**config.mk**
```make
export PLATFORM = sky130hd
export DESIGN_NAME = uart_line_command_decoder_top
export DESIGN_NICKNAME = d
export VERILOG_FILES = /design/src/hw/rtl/ulcd_pkg.sv /design/src/hw/rtl/ulcd_line_ram.sv /design/src/hw/rtl/ulcd_matcher.sv /design/src/hw/rtl/uart_line_command_decoder_top.sv
export VERILOG_INCLUDE_DIRS = /design/src /design/src/hw/rtl
export SDC_FILE = /design/constraint.sdc
export NUM_CORES = 2
export LEC_CHECK = 0
export BUFFER_PORTS_ARGS = -buffer_cell sky130_fd_sc_hd__buf_2
export CAP_MARGIN = 10
export CORE_MARGIN = 2
export CORE_UTILIZATION = 25
export CTS_CLUSTER_DIAMETER = 60
export DETAILED_ROUTE_END_ITERATION = 10
export SLEW_MARGIN = 20
export SYNTH_ARGS = -nofsm -noshare
export SYNTH_HDL_FRONTEND = slang
export SYNTH_SLANG_ARGS = --single-unit
```
**constraint.sdc**
```tcl
create_clock -name clk -period 5.65 [get_ports clk]
set_input_delay 0.8475 -clock clk [delete_from_list [all_inputs] [get_ports clk]]
set_output_delay 0.8475 -clock clk [all_outputs]
set_load 0.01 [all_outputs]
```
**src/hw/rtl/assert_macros.svh**
```systemverilog
// Assertion macros shared by the RTL of the UART line command decoder.
// Simulation gets concurrent assertions; synthesis sees empty bodies.
`ifndef ASSERT_MACROS_SVH
`define ASSERT_MACROS_SVH
`ifndef SYNTHESIS
`define ULCD_ASSERT_IMP(lbl, clk, rst_n, ante, cons) \
	lbl: assert property (@(posedge clk) disable iff (!rst_n) (ante) |-> (cons)) \
		else $error("implication check failed");
`define ULCD_ASSERT_NEVER(lbl, clk, rst_n, cond) \
	lbl: assert property (@(posedge clk) disable iff (!rst_n) !(cond)) \
		else $error("forbidden condition seen");
`else
`define ULCD_ASSERT_IMP(lbl, clk, rst_n, ante, cons)
`define ULCD_ASSERT_NEVER(lbl, clk, rst_n, cond)
`endif
`endif

```
**src/hw/rtl/ulcd_pkg.sv**
```systemverilog
`timescale 1ns / 1ps
// Shared types, keyword table and helpers for the UART line command decoder.
// No dependencies.
package ulcd_pkg;

	localparam int KW_COUNT = 6;
	localparam int KW_MAX   = 22;
	localparam int KW_W     = KW_MAX * 8;
	localparam int KW_IDX_W = 3;
	localparam int KW_K_W   = 5;
	localparam int MODE_W   = 3;

	localparam logic [7:0] CH_LF = 8'h0A;
	localparam logic [7:0] CH_CR = 8'h0D;
	localparam logic       KIND_BYTE = 1'b0;
	localparam logic       KIND_POLL = 1'b1;

	// common leading text of every keyword
	localparam logic [31:0] KW_HEAD = "led_";

	// keyword text, right-justified; first character in the highest used byte
	localparam logic [KW_W-1:0] KW_TEXT [KW_COUNT] = '{
		KW_W'({KW_HEAD, "shift_left_on"}),
		KW_W'({KW_HEAD, "shift_right_on"}),
		KW_W'({KW_HEAD, "shift_left_keepon"}),
		KW_W'({KW_HEAD, "shift_right_keepon"}),
		KW_W'({KW_HEAD, "flower_on"}),
		KW_W'({KW_HEAD, "flower_off"})
	};
	localparam logic [KW_K_W-1:0] KW_LEN [KW_COUNT] = '{
		5'd17, 5'd18, 5'd21, 5'd22, 5'd13, 5'd14
	};

	typedef enum logic [1:0] {
		ST_IDLE,
		ST_MATCH,
		ST_DONE
	} ctl_state_t;

	typedef struct packed {
		logic              done;
		logic              hit;
		logic [MODE_W-1:0] mode;
	} match_stat_t;

	typedef struct packed {
		logic              dropped;
		logic              hit;
		logic              taken;
		logic [MODE_W-1:0] mode;
	} result_t;

	// character k of keyword w, zero past its end
	function automatic logic [7:0] kw_char(logic [KW_IDX_W-1:0] w, logic [KW_K_W-1:0] k);
		logic [KW_K_W-1:0] pos;
		logic [7:0]        res;
		pos = KW_LEN[w] - 5'd1 - k;
		if (k >= KW_LEN[w])
			res = 8'h00;
		else
			res = KW_TEXT[w][{pos, 3'b000} +: 8];
		return res;
	endfunction

endpackage

```
**src/hw/rtl/ulcd_line_ram.sv**
```systemverilog
`timescale 1ns / 1ps
// Line store: one write port, one read port with registered read data.
// Depends on nothing.
module ulcd_line_ram #(
	parameter int DEPTH  = 256,
	parameter int ADDR_W = 8
) (
	input  logic              clk,
	input  logic              we,
	input  logic [ADDR_W-1:0] waddr,
	input  logic [7:0]        wdata,
	input  logic              re,
	input  logic [ADDR_W-1:0] raddr,
	output logic [7:0]        rdata
);

	logic [7:0] mem [DEPTH];

	always_ff @(posedge clk) begin
		if (we)
			mem[waddr] <= wdata;
	end

	always_ff @(posedge clk) begin
		if (re)
			rdata <= mem[raddr];
	end

endmodule

```
**src/hw/rtl/ulcd_matcher.sv**
```systemverilog
`timescale 1ns / 1ps
// Keyword matcher: walks one stored line a character per cycle and tracks
// which keywords are still alive. Depends on ulcd_pkg.
module ulcd_matcher #(
	parameter int ADDR_W = 8
) (
	input  logic                  clk,
	input  logic                  arst_n,
	input  logic                  start,
	input  logic [ADDR_W-1:0]     base,
	output logic                  rd_en,
	output logic [ADDR_W-1:0]     rd_addr,
	input  logic [7:0]            rd_data,
	output ulcd_pkg::match_stat_t stat
);
	import ulcd_pkg::*;

	logic                    active_q;
	logic [ADDR_W-1:0]       base_q;
	logic [KW_K_W-1:0]       k_q;
	logic [KW_K_W-1:0]       k_s1;
	logic                    cmp_valid_s1;
	logic [KW_COUNT-1:0]     alive_q;
	logic [KW_COUNT-1:0]     found_q;
	logic [KW_COUNT-1:0]     alive_nxt;
	logic [KW_COUNT-1:0]     found_nxt;
	logic                    done;
	logic                    issue;
	logic [MODE_W-1:0]       mode_sel;

	always_comb begin
		logic m;
		logic last;
		for (int w = 0; w < KW_COUNT; w++) begin
			m = alive_q[w] && (rd_data == kw_char(KW_IDX_W'(w), k_s1));
			last = (k_s1 == KW_LEN[w] - 5'd1);
			found_nxt[w] = found_q[w] | (m & last);
			alive_nxt[w] = m & ~last;
		end
		// lowest index wins
		mode_sel = '0;
		for (int w = KW_COUNT - 1; w >= 0; w--) begin
			if (found_nxt[w])
				mode_sel = MODE_W'(w);
		end
	end

	assign done    = cmp_valid_s1 && (alive_nxt == '0);
	assign issue   = active_q && !done && (k_q < KW_K_W'(KW_MAX));
	assign rd_en   = issue;
	assign rd_addr = base_q + ADDR_W'(k_q);

	assign stat.done = done;
	assign stat.hit  = |found_nxt;
	assign stat.mode = mode_sel;

	always_ff @(posedge clk or negedge arst_n) begin
		if (!arst_n) begin
			active_q     <= 1'b0;
			cmp_valid_s1 <= 1'b0;
			k_q          <= '0;
			alive_q      <= '0;
			found_q      <= '0;
		end else if (start) begin
			active_q     <= 1'b1;
			cmp_valid_s1 <= 1'b0;
			k_q          <= '0;
			alive_q      <= '1;
			found_q      <= '0;
		end else if (active_q) begin
			cmp_valid_s1 <= issue;
			if (issue)
				k_q <= k_q + 5'd1;
			if (cmp_valid_s1) begin
				alive_q <= alive_nxt;
				found_q <= found_nxt;
			end
			if (done)
				active_q <= 1'b0;
		end
	end

	always_ff @(posedge clk) begin
		if (start)
			base_q <= base;
		k_s1 <= k_q;
	end

endmodule

```
**src/hw/rtl/uart_line_command_decoder_top.sv**
```systemverilog
`timescale 1ns / 1ps
// A received byte or a poll of an empty ring goes through ST_DONE to the output register;
// a poll of a stored line first passes through ST_MATCH, one line character read
// per cycle from the single line RAM read port (keywords of at most 22 characters).
// One request is handled at a time: the next is taken only once the last result is loaded,
// which waits while the previous result is still held in the output register.
// Reset clears pointers, column, mode and handshake state; line RAM is not cleared.
`include "assert_macros.svh"
module uart_line_command_decoder_top #(
	parameter int QUEUE_DEPTH = 8,
	parameter int LINE_LEN    = 32
) (
	input  logic       clk,
	input  logic       arst_n,
	input  logic       s_tvalid,
	output logic       s_tready,
	input  logic [7:0] s_tdata,   // [7:0] rx_byte
	input  logic       s_tuser,   // [0] kind
	output logic       m_tvalid,
	input  logic       m_tready,
	output logic [7:0] m_tdata    // [2:0] mode, [3] line_taken, [4] matched,
	                              // [5] byte_dropped, [7:6] zero
);
	import ulcd_pkg::*;

	localparam int MEM_DEPTH = QUEUE_DEPTH * LINE_LEN;
	localparam int ADDR_W    = $clog2(MEM_DEPTH);
	localparam int SLOT_W    = $clog2(QUEUE_DEPTH);
	localparam int COL_W     = $clog2(LINE_LEN);

	ctl_state_t        state_q, state_nxt;
	logic [SLOT_W-1:0] wslot_q, rslot_q, wslot_nxt, rslot_nxt;
	logic [COL_W-1:0]  column_q;
	logic [MODE_W-1:0] mode_q;
	result_t           res_q;
	logic              m_tvalid_q;
	logic [7:0]        m_tdata_q;

	logic              acc;
	logic              is_eol;
	logic              ring_full;
	logic              ring_empty;
	logic              col_full;
	logic              load_out;
	logic              start;
	logic              we;
	logic [ADDR_W-1:0] waddr;
	logic [7:0]        wdata;
	logic              rd_en;
	logic [ADDR_W-1:0] rd_addr;
	logic [7:0]        rd_data;
	match_stat_t       mstat;

	assign acc        = s_tvalid && s_tready;
	assign is_eol     = (s_tdata == CH_LF) || (s_tdata == CH_CR);
	assign wslot_nxt  = (wslot_q == SLOT_W'(QUEUE_DEPTH - 1)) ? '0 : wslot_q + 1'b1;
	assign rslot_nxt  = (rslot_q == SLOT_W'(QUEUE_DEPTH - 1)) ? '0 : rslot_q + 1'b1;
	assign ring_full  = (wslot_nxt == rslot_q);
	assign ring_empty = (rslot_q == wslot_q);
	assign col_full   = (column_q >= COL_W'(LINE_LEN - 1));

	assign we    = acc && (s_tuser == KIND_BYTE) && !ring_full && (is_eol || !col_full);
	assign waddr = ADDR_W'(wslot_q) * ADDR_W'(LINE_LEN) + ADDR_W'(column_q);
	assign wdata = is_eol ? 8'h00 : s_tdata;

	always_comb begin
		state_nxt = state_q;
		s_tready  = 1'b0;
		load_out  = 1'b0;
		start     = 1'b0;
		case (state_q)
			ST_IDLE: begin
				s_tready = 1'b1;
				if (s_tvalid) begin
					if (s_tuser == KIND_POLL && !ring_empty) begin
						start     = 1'b1;
						state_nxt = ST_MATCH;
					end else begin
						state_nxt = ST_DONE;
					end
				end
			end
			ST_MATCH: begin
				if (mstat.done)
					state_nxt = ST_DONE;
			end
			ST_DONE: begin
				if (!m_tvalid_q || m_tready) begin
					load_out  = 1'b1;
					state_nxt = ST_IDLE;
				end
			end
			default: state_nxt = ST_IDLE;
		endcase
	end

	always_ff @(posedge clk or negedge arst_n) begin
		if (!arst_n) begin
			state_q    <= ST_IDLE;
			wslot_q    <= '0;
			rslot_q    <= '0;
			column_q   <= '0;
			mode_q     <= '0;
			m_tvalid_q <= 1'b0;
		end else begin
			state_q <= state_nxt;
			if (acc && s_tuser == KIND_BYTE && !ring_full) begin
				if (is_eol) begin
					column_q <= '0;
					wslot_q  <= wslot_nxt;
				end else if (!col_full) begin
					column_q <= column_q + 1'b1;
				end
			end
			if (state_q == ST_MATCH && mstat.done) begin
				rslot_q <= rslot_nxt;
				if (mstat.hit)
					mode_q <= mstat.mode;
			end
			if (load_out)
				m_tvalid_q <= 1'b1;
			else if (m_tready)
				m_tvalid_q <= 1'b0;
		end
	end

	always_ff @(posedge clk) begin
		if (acc) begin
			res_q.mode    <= mode_q;
			res_q.taken   <= 1'b0;
			res_q.hit     <= 1'b0;
			res_q.dropped <= (s_tuser == KIND_BYTE) && (ring_full || (!is_eol && col_full));
		end else if (state_q == ST_MATCH && mstat.done) begin
			res_q.mode    <= mstat.hit ? mstat.mode : mode_q;
			res_q.taken   <= 1'b1;
			res_q.hit     <= mstat.hit;
			res_q.dropped <= 1'b0;
		end
		if (load_out)
			m_tdata_q <= {2'b00, res_q};
	end

	assign m_tvalid = m_tvalid_q;
	assign m_tdata  = m_tdata_q;

	ulcd_line_ram #(
		.DEPTH  (MEM_DEPTH),
		.ADDR_W (ADDR_W)
	) u_ram (
		.clk   (clk),
		.we    (we),
		.waddr (waddr),
		.wdata (wdata),
		.re    (rd_en),
		.raddr (rd_addr),
		.rdata (rd_data)
	);

	ulcd_matcher #(
		.ADDR_W (ADDR_W)
	) u_match (
		.clk     (clk),
		.arst_n  (arst_n),
		.start   (start),
		.base    (ADDR_W'(rslot_q) * ADDR_W'(LINE_LEN)),
		.rd_en   (rd_en),
		.rd_addr (rd_addr),
		.rd_data (rd_data),
		.stat    (mstat)
	);

	`ULCD_ASSERT_IMP(a_mode_range, clk, arst_n, m_tvalid, m_tdata[2:0] <= 3'd5)
	`ULCD_ASSERT_NEVER(a_take_drop, clk, arst_n, m_tvalid && m_tdata[3] && m_tdata[5])
	`ULCD_ASSERT_IMP(a_done_in_match, clk, arst_n, mstat.done, state_q == ST_MATCH)
	`ULCD_ASSERT_IMP(a_col_bound, clk, arst_n, 1'b1, column_q <= COL_W'(LINE_LEN - 1))

endmodule
```
==> qor.txt <==
Cells after Synth = 4184
TNS Setup = 0 ns
Setup slack, reg-to-reg = 0.70 ns
H-tree levels = 4
Async set or reset register ratio after synthesis = 1.70%
Ys Warns = 0
Core ar. = 339000 µm²
Via count = 42200
Fin. max-slew vios = 0
Postcts setup bufs = 0
Filler cell count = 32900
Tcrit/Tclk final = 87.6%
Min-delay worst type = input port to async pin
DRC = 0
Maximum clock insertion buffer count = 3
Vias in the first global route = 42800
Worst-skew pair later-pin latency = 0.88 ns
Global-route wire length before repair = 305000 µm
Worst-margin pin slew = 1.15 ns
Chip width = 587 µm
Main combinational cell family by area after synthesis = multiplexers
Pleak = 0.0290 µW
Num CTS Buffers = 212
Clock Skew = 0.0613 ns
Mapped Area = 85000 µm²
Final Setup Violations = 0
Design Power = 43000 µW
PwrDens = 438 nW/µm²
Initial antenna violation count = 5
RSZ-0062 raised after global routing = no
Synth area leader = edfxtp_1
Crit-path cells = buf_4, inv_1, ha_1, buf_4, xor2_2, nand2_1, nor3_1, a211oi_2, xnor2_1, nand4_1, a2111oi_1, nor3b_1, or4_1, o21ai_0
Setup crit start kind = flop
Post-synth EDFFs = 2069
Worst Setup End Kind = flop
Slew HR = 22.5%
TritonCTS clock tree = done
DIE HEIGHT = 587 µm
Crit path kind = flop to flop
PnR worst setup slack = 0.699 ns
Routed WL = 209000 µm
Via density = 4.69
Io pins = 23
Worst hold slack = 0.0886 ns
Status = completed
GRT Total Usage = 11.8%
Clock transition at path regs = 0.06 ns
Most used cell, CP = buf_4
F_max = 0.202 GHz
Share of layout cells above drive strength 1 = 24.6%
Final Non-Filler Cells = 8994
Commonest non-fill, non-tap cell in the layout = edfxtp_1
Resize count post-CTS = 0
Maxcap violations = 0
Unique masters post-synth = 92
Post-Synth XOR/XNOR Area = 0.313%
Num Clock Sinks = 2112
Compound-Gate Fraction of Synth Area = 3.10%
DRT iter0 DRCs = 4613
Die footprint = 345000 µm²
Pin count of the biggest net entering global routing = 225
Area delta synth->final = 15.6%
Final Net Count = 4311
Placed wire-length estimate = 127000 µm
Worst IR Drop VDD = 353 µV
Slowest cell on crit path = a2111oi_1
Hold Vio Cnt, Final = 0
Hold Buf Count CTS = 0
# rows = 214
Clock Root Buffer = clkbuf_16
Tmin final = 4.95 ns
Pre-CTS setup slack = 0.757 ns
Worst path arrival time = 5.66 ns
Share of the synthesized area in the top cell type = 73.1%
IO buf count = 20
Drt wl/cell = 23.2 µm
Worst EP required = 6.36 ns
Remaining global-route overflow = 0
Largest fanout on the critical path = 29
Initial Util = 25.1%
Detailed Routing Iterations Pass 1 = 5
Synth area leaders = edfxtp_1, mux4_2, mux2i_1
Prevailing post-synth register cell = edfxtp_1
Multiplexer share of the synthesized area = 17.2%
Simple-gate portion of the synthesized area = 3.32%
CP peak stage delay = 0.77 ns
Placed Cells incl. Taps = 8591
Final ANT Viol Nets = 0
Synthesized flop and latch total = 2112
Post-Synth Adder-Cell Area = 0.412%
Mean Syn Cell Area = 20.3 µm²
Register area share after synthesis = 74.3%
Gpl congestion = 0.866
Commonest cells after routing, fill and taps aside = edfxtp_1, mux4_2, nor2_1, clkbuf_16, mux2i_1
## kinds of logic (layout without fill, tap and decap cells)
family,count (synthesis),count (layout)
xor+xnor,27,27
fa+ha+maj,28,28
buf+inv,291,561
other cells,1,5
simple gates,620,620
flops,2112,2112
mux,736,736
compound gates,369,369
## where the power goes
group          internal, µW  leakage [µW]  switching (µW)
logic                  4890       0.00645            6070
registers             17400        0.0191             373
clock network          8180       0.00344            6080
## metal layers
metal / share of wire (%) / wire [µm] / track usage [%]
met5: 0.0062 / 13 / 0
met4: 2.6 / 5450 / 3.53
met3: 7.6 / 15900 / 2.21
met2: 48 / 99400 / 18.8
met1: 42 / 88400 / 16.5
## synth_stat cells, types with 7 or more instances
master and instances:
edfxtp_1 2069, mux4_2 578, nor2_1 333, clkbuf_1 158
mux2i_1 149, a21oi_1 89, buf_1 76, nand2_1 76
o221ai_1 64, nand3_1 45, o21ai_0 41, nor3_1 38
o22ai_1 38, dfrtp_1 36, nor2b_1 30, ha_1 28
inv_1 25, nand2b_1 23, a211oi_1 22, xnor2_1 19
buf_2 17, o211ai_1 12, and2_1 10, nor4_1 10
buf_4 9, mux2_2 9, and3_1 8, nand4_1 8
a21o_1 7, dfxtp_1 7, or3_1 7
## sequential cells by signal, indices dropped and copies added (netlist names)
| register | count |
|---|---|
| column_q | 5 |
| m_tdata | 6 |
| m_tvalid | 1 |
| mode_q | 3 |
| res_q | 6 |
| rslot_q | 3 |
| state_q | 2 |
| u_match.active_q | 1 |
| u_match.alive_q | 6 |
| u_match.base_q | 3 |
| u_match.cmp_valid_s1 | 1 |
| u_match.found_q | 6 |
| u_match.k_q | 5 |
| u_match.k_s1 | 5 |
| u_ram.mem | 2048 |
| u_ram.rdata | 8 |
| wslot_q | 3 |
## worst paths after layout
kind,from,to,depth (start not counted)
max reg2reg,u_match.k_s1[1]$_DFF_P_,res_q[1]$_DFFE_PP_,14
min,arst_n,state_q[1]$_DFFE_PN0P_,1
min reg2reg,res_q[0]$_DFFE_PP_,m_tdata[0]$_DFFE_PP_,0
max,u_match.k_s1[1]$_DFF_P_,res_q[1]$_DFFE_PP_,14
min in group clk,m_tready,m_tvalid$_DFFE_PN0P_,3
max in group asynchronous,arst_n,u_match.k_q[3]$_DFFE_PN0P_,1
## metrics by stage
stage | instance area (µm²) | utilization (%)
2_1_floorplan | 85000 | -
3_3_place_gp | 91100 | 26.9
3_5_place_dp | 91100 | 26.9
5_1_grt | 98300 | 29.0
4_1_cts | 98200 | 29.0
6_report | 98300 | 29.0
## cell type report
| class | count | area (µm²) | area share (%) |
|---|---|---|---|
| Sequential cell | 2112 | 63200 | 64.3 |
| Clock inverter | 146 | 1620 | 1.65 |
| Timing Repair Buffer | 134 | 1340 | 1.36 |
| Multi-Input combinational cell | 1782 | 20800 | 21.2 |
| Inverter | 28 | 105 | 0.107 |
| Tap cell | 4536 | 5680 | 5.78 |
| Clock buffer | 253 | 5490 | 5.59 |
| Antenna cell | 3 | 7.51 | 0.00764 |
## worst max-delay path: cells and delay by family, from the launching register on
kind	cells	cell delay [ns]
compound gates	3	1.02
fa+ha+maj	1	0.52
simple gates	5	1.40
flops	1	0.29
xor+xnor	2	0.74
buf+inv	3	0.79
(Power assumes the default switching activity.)
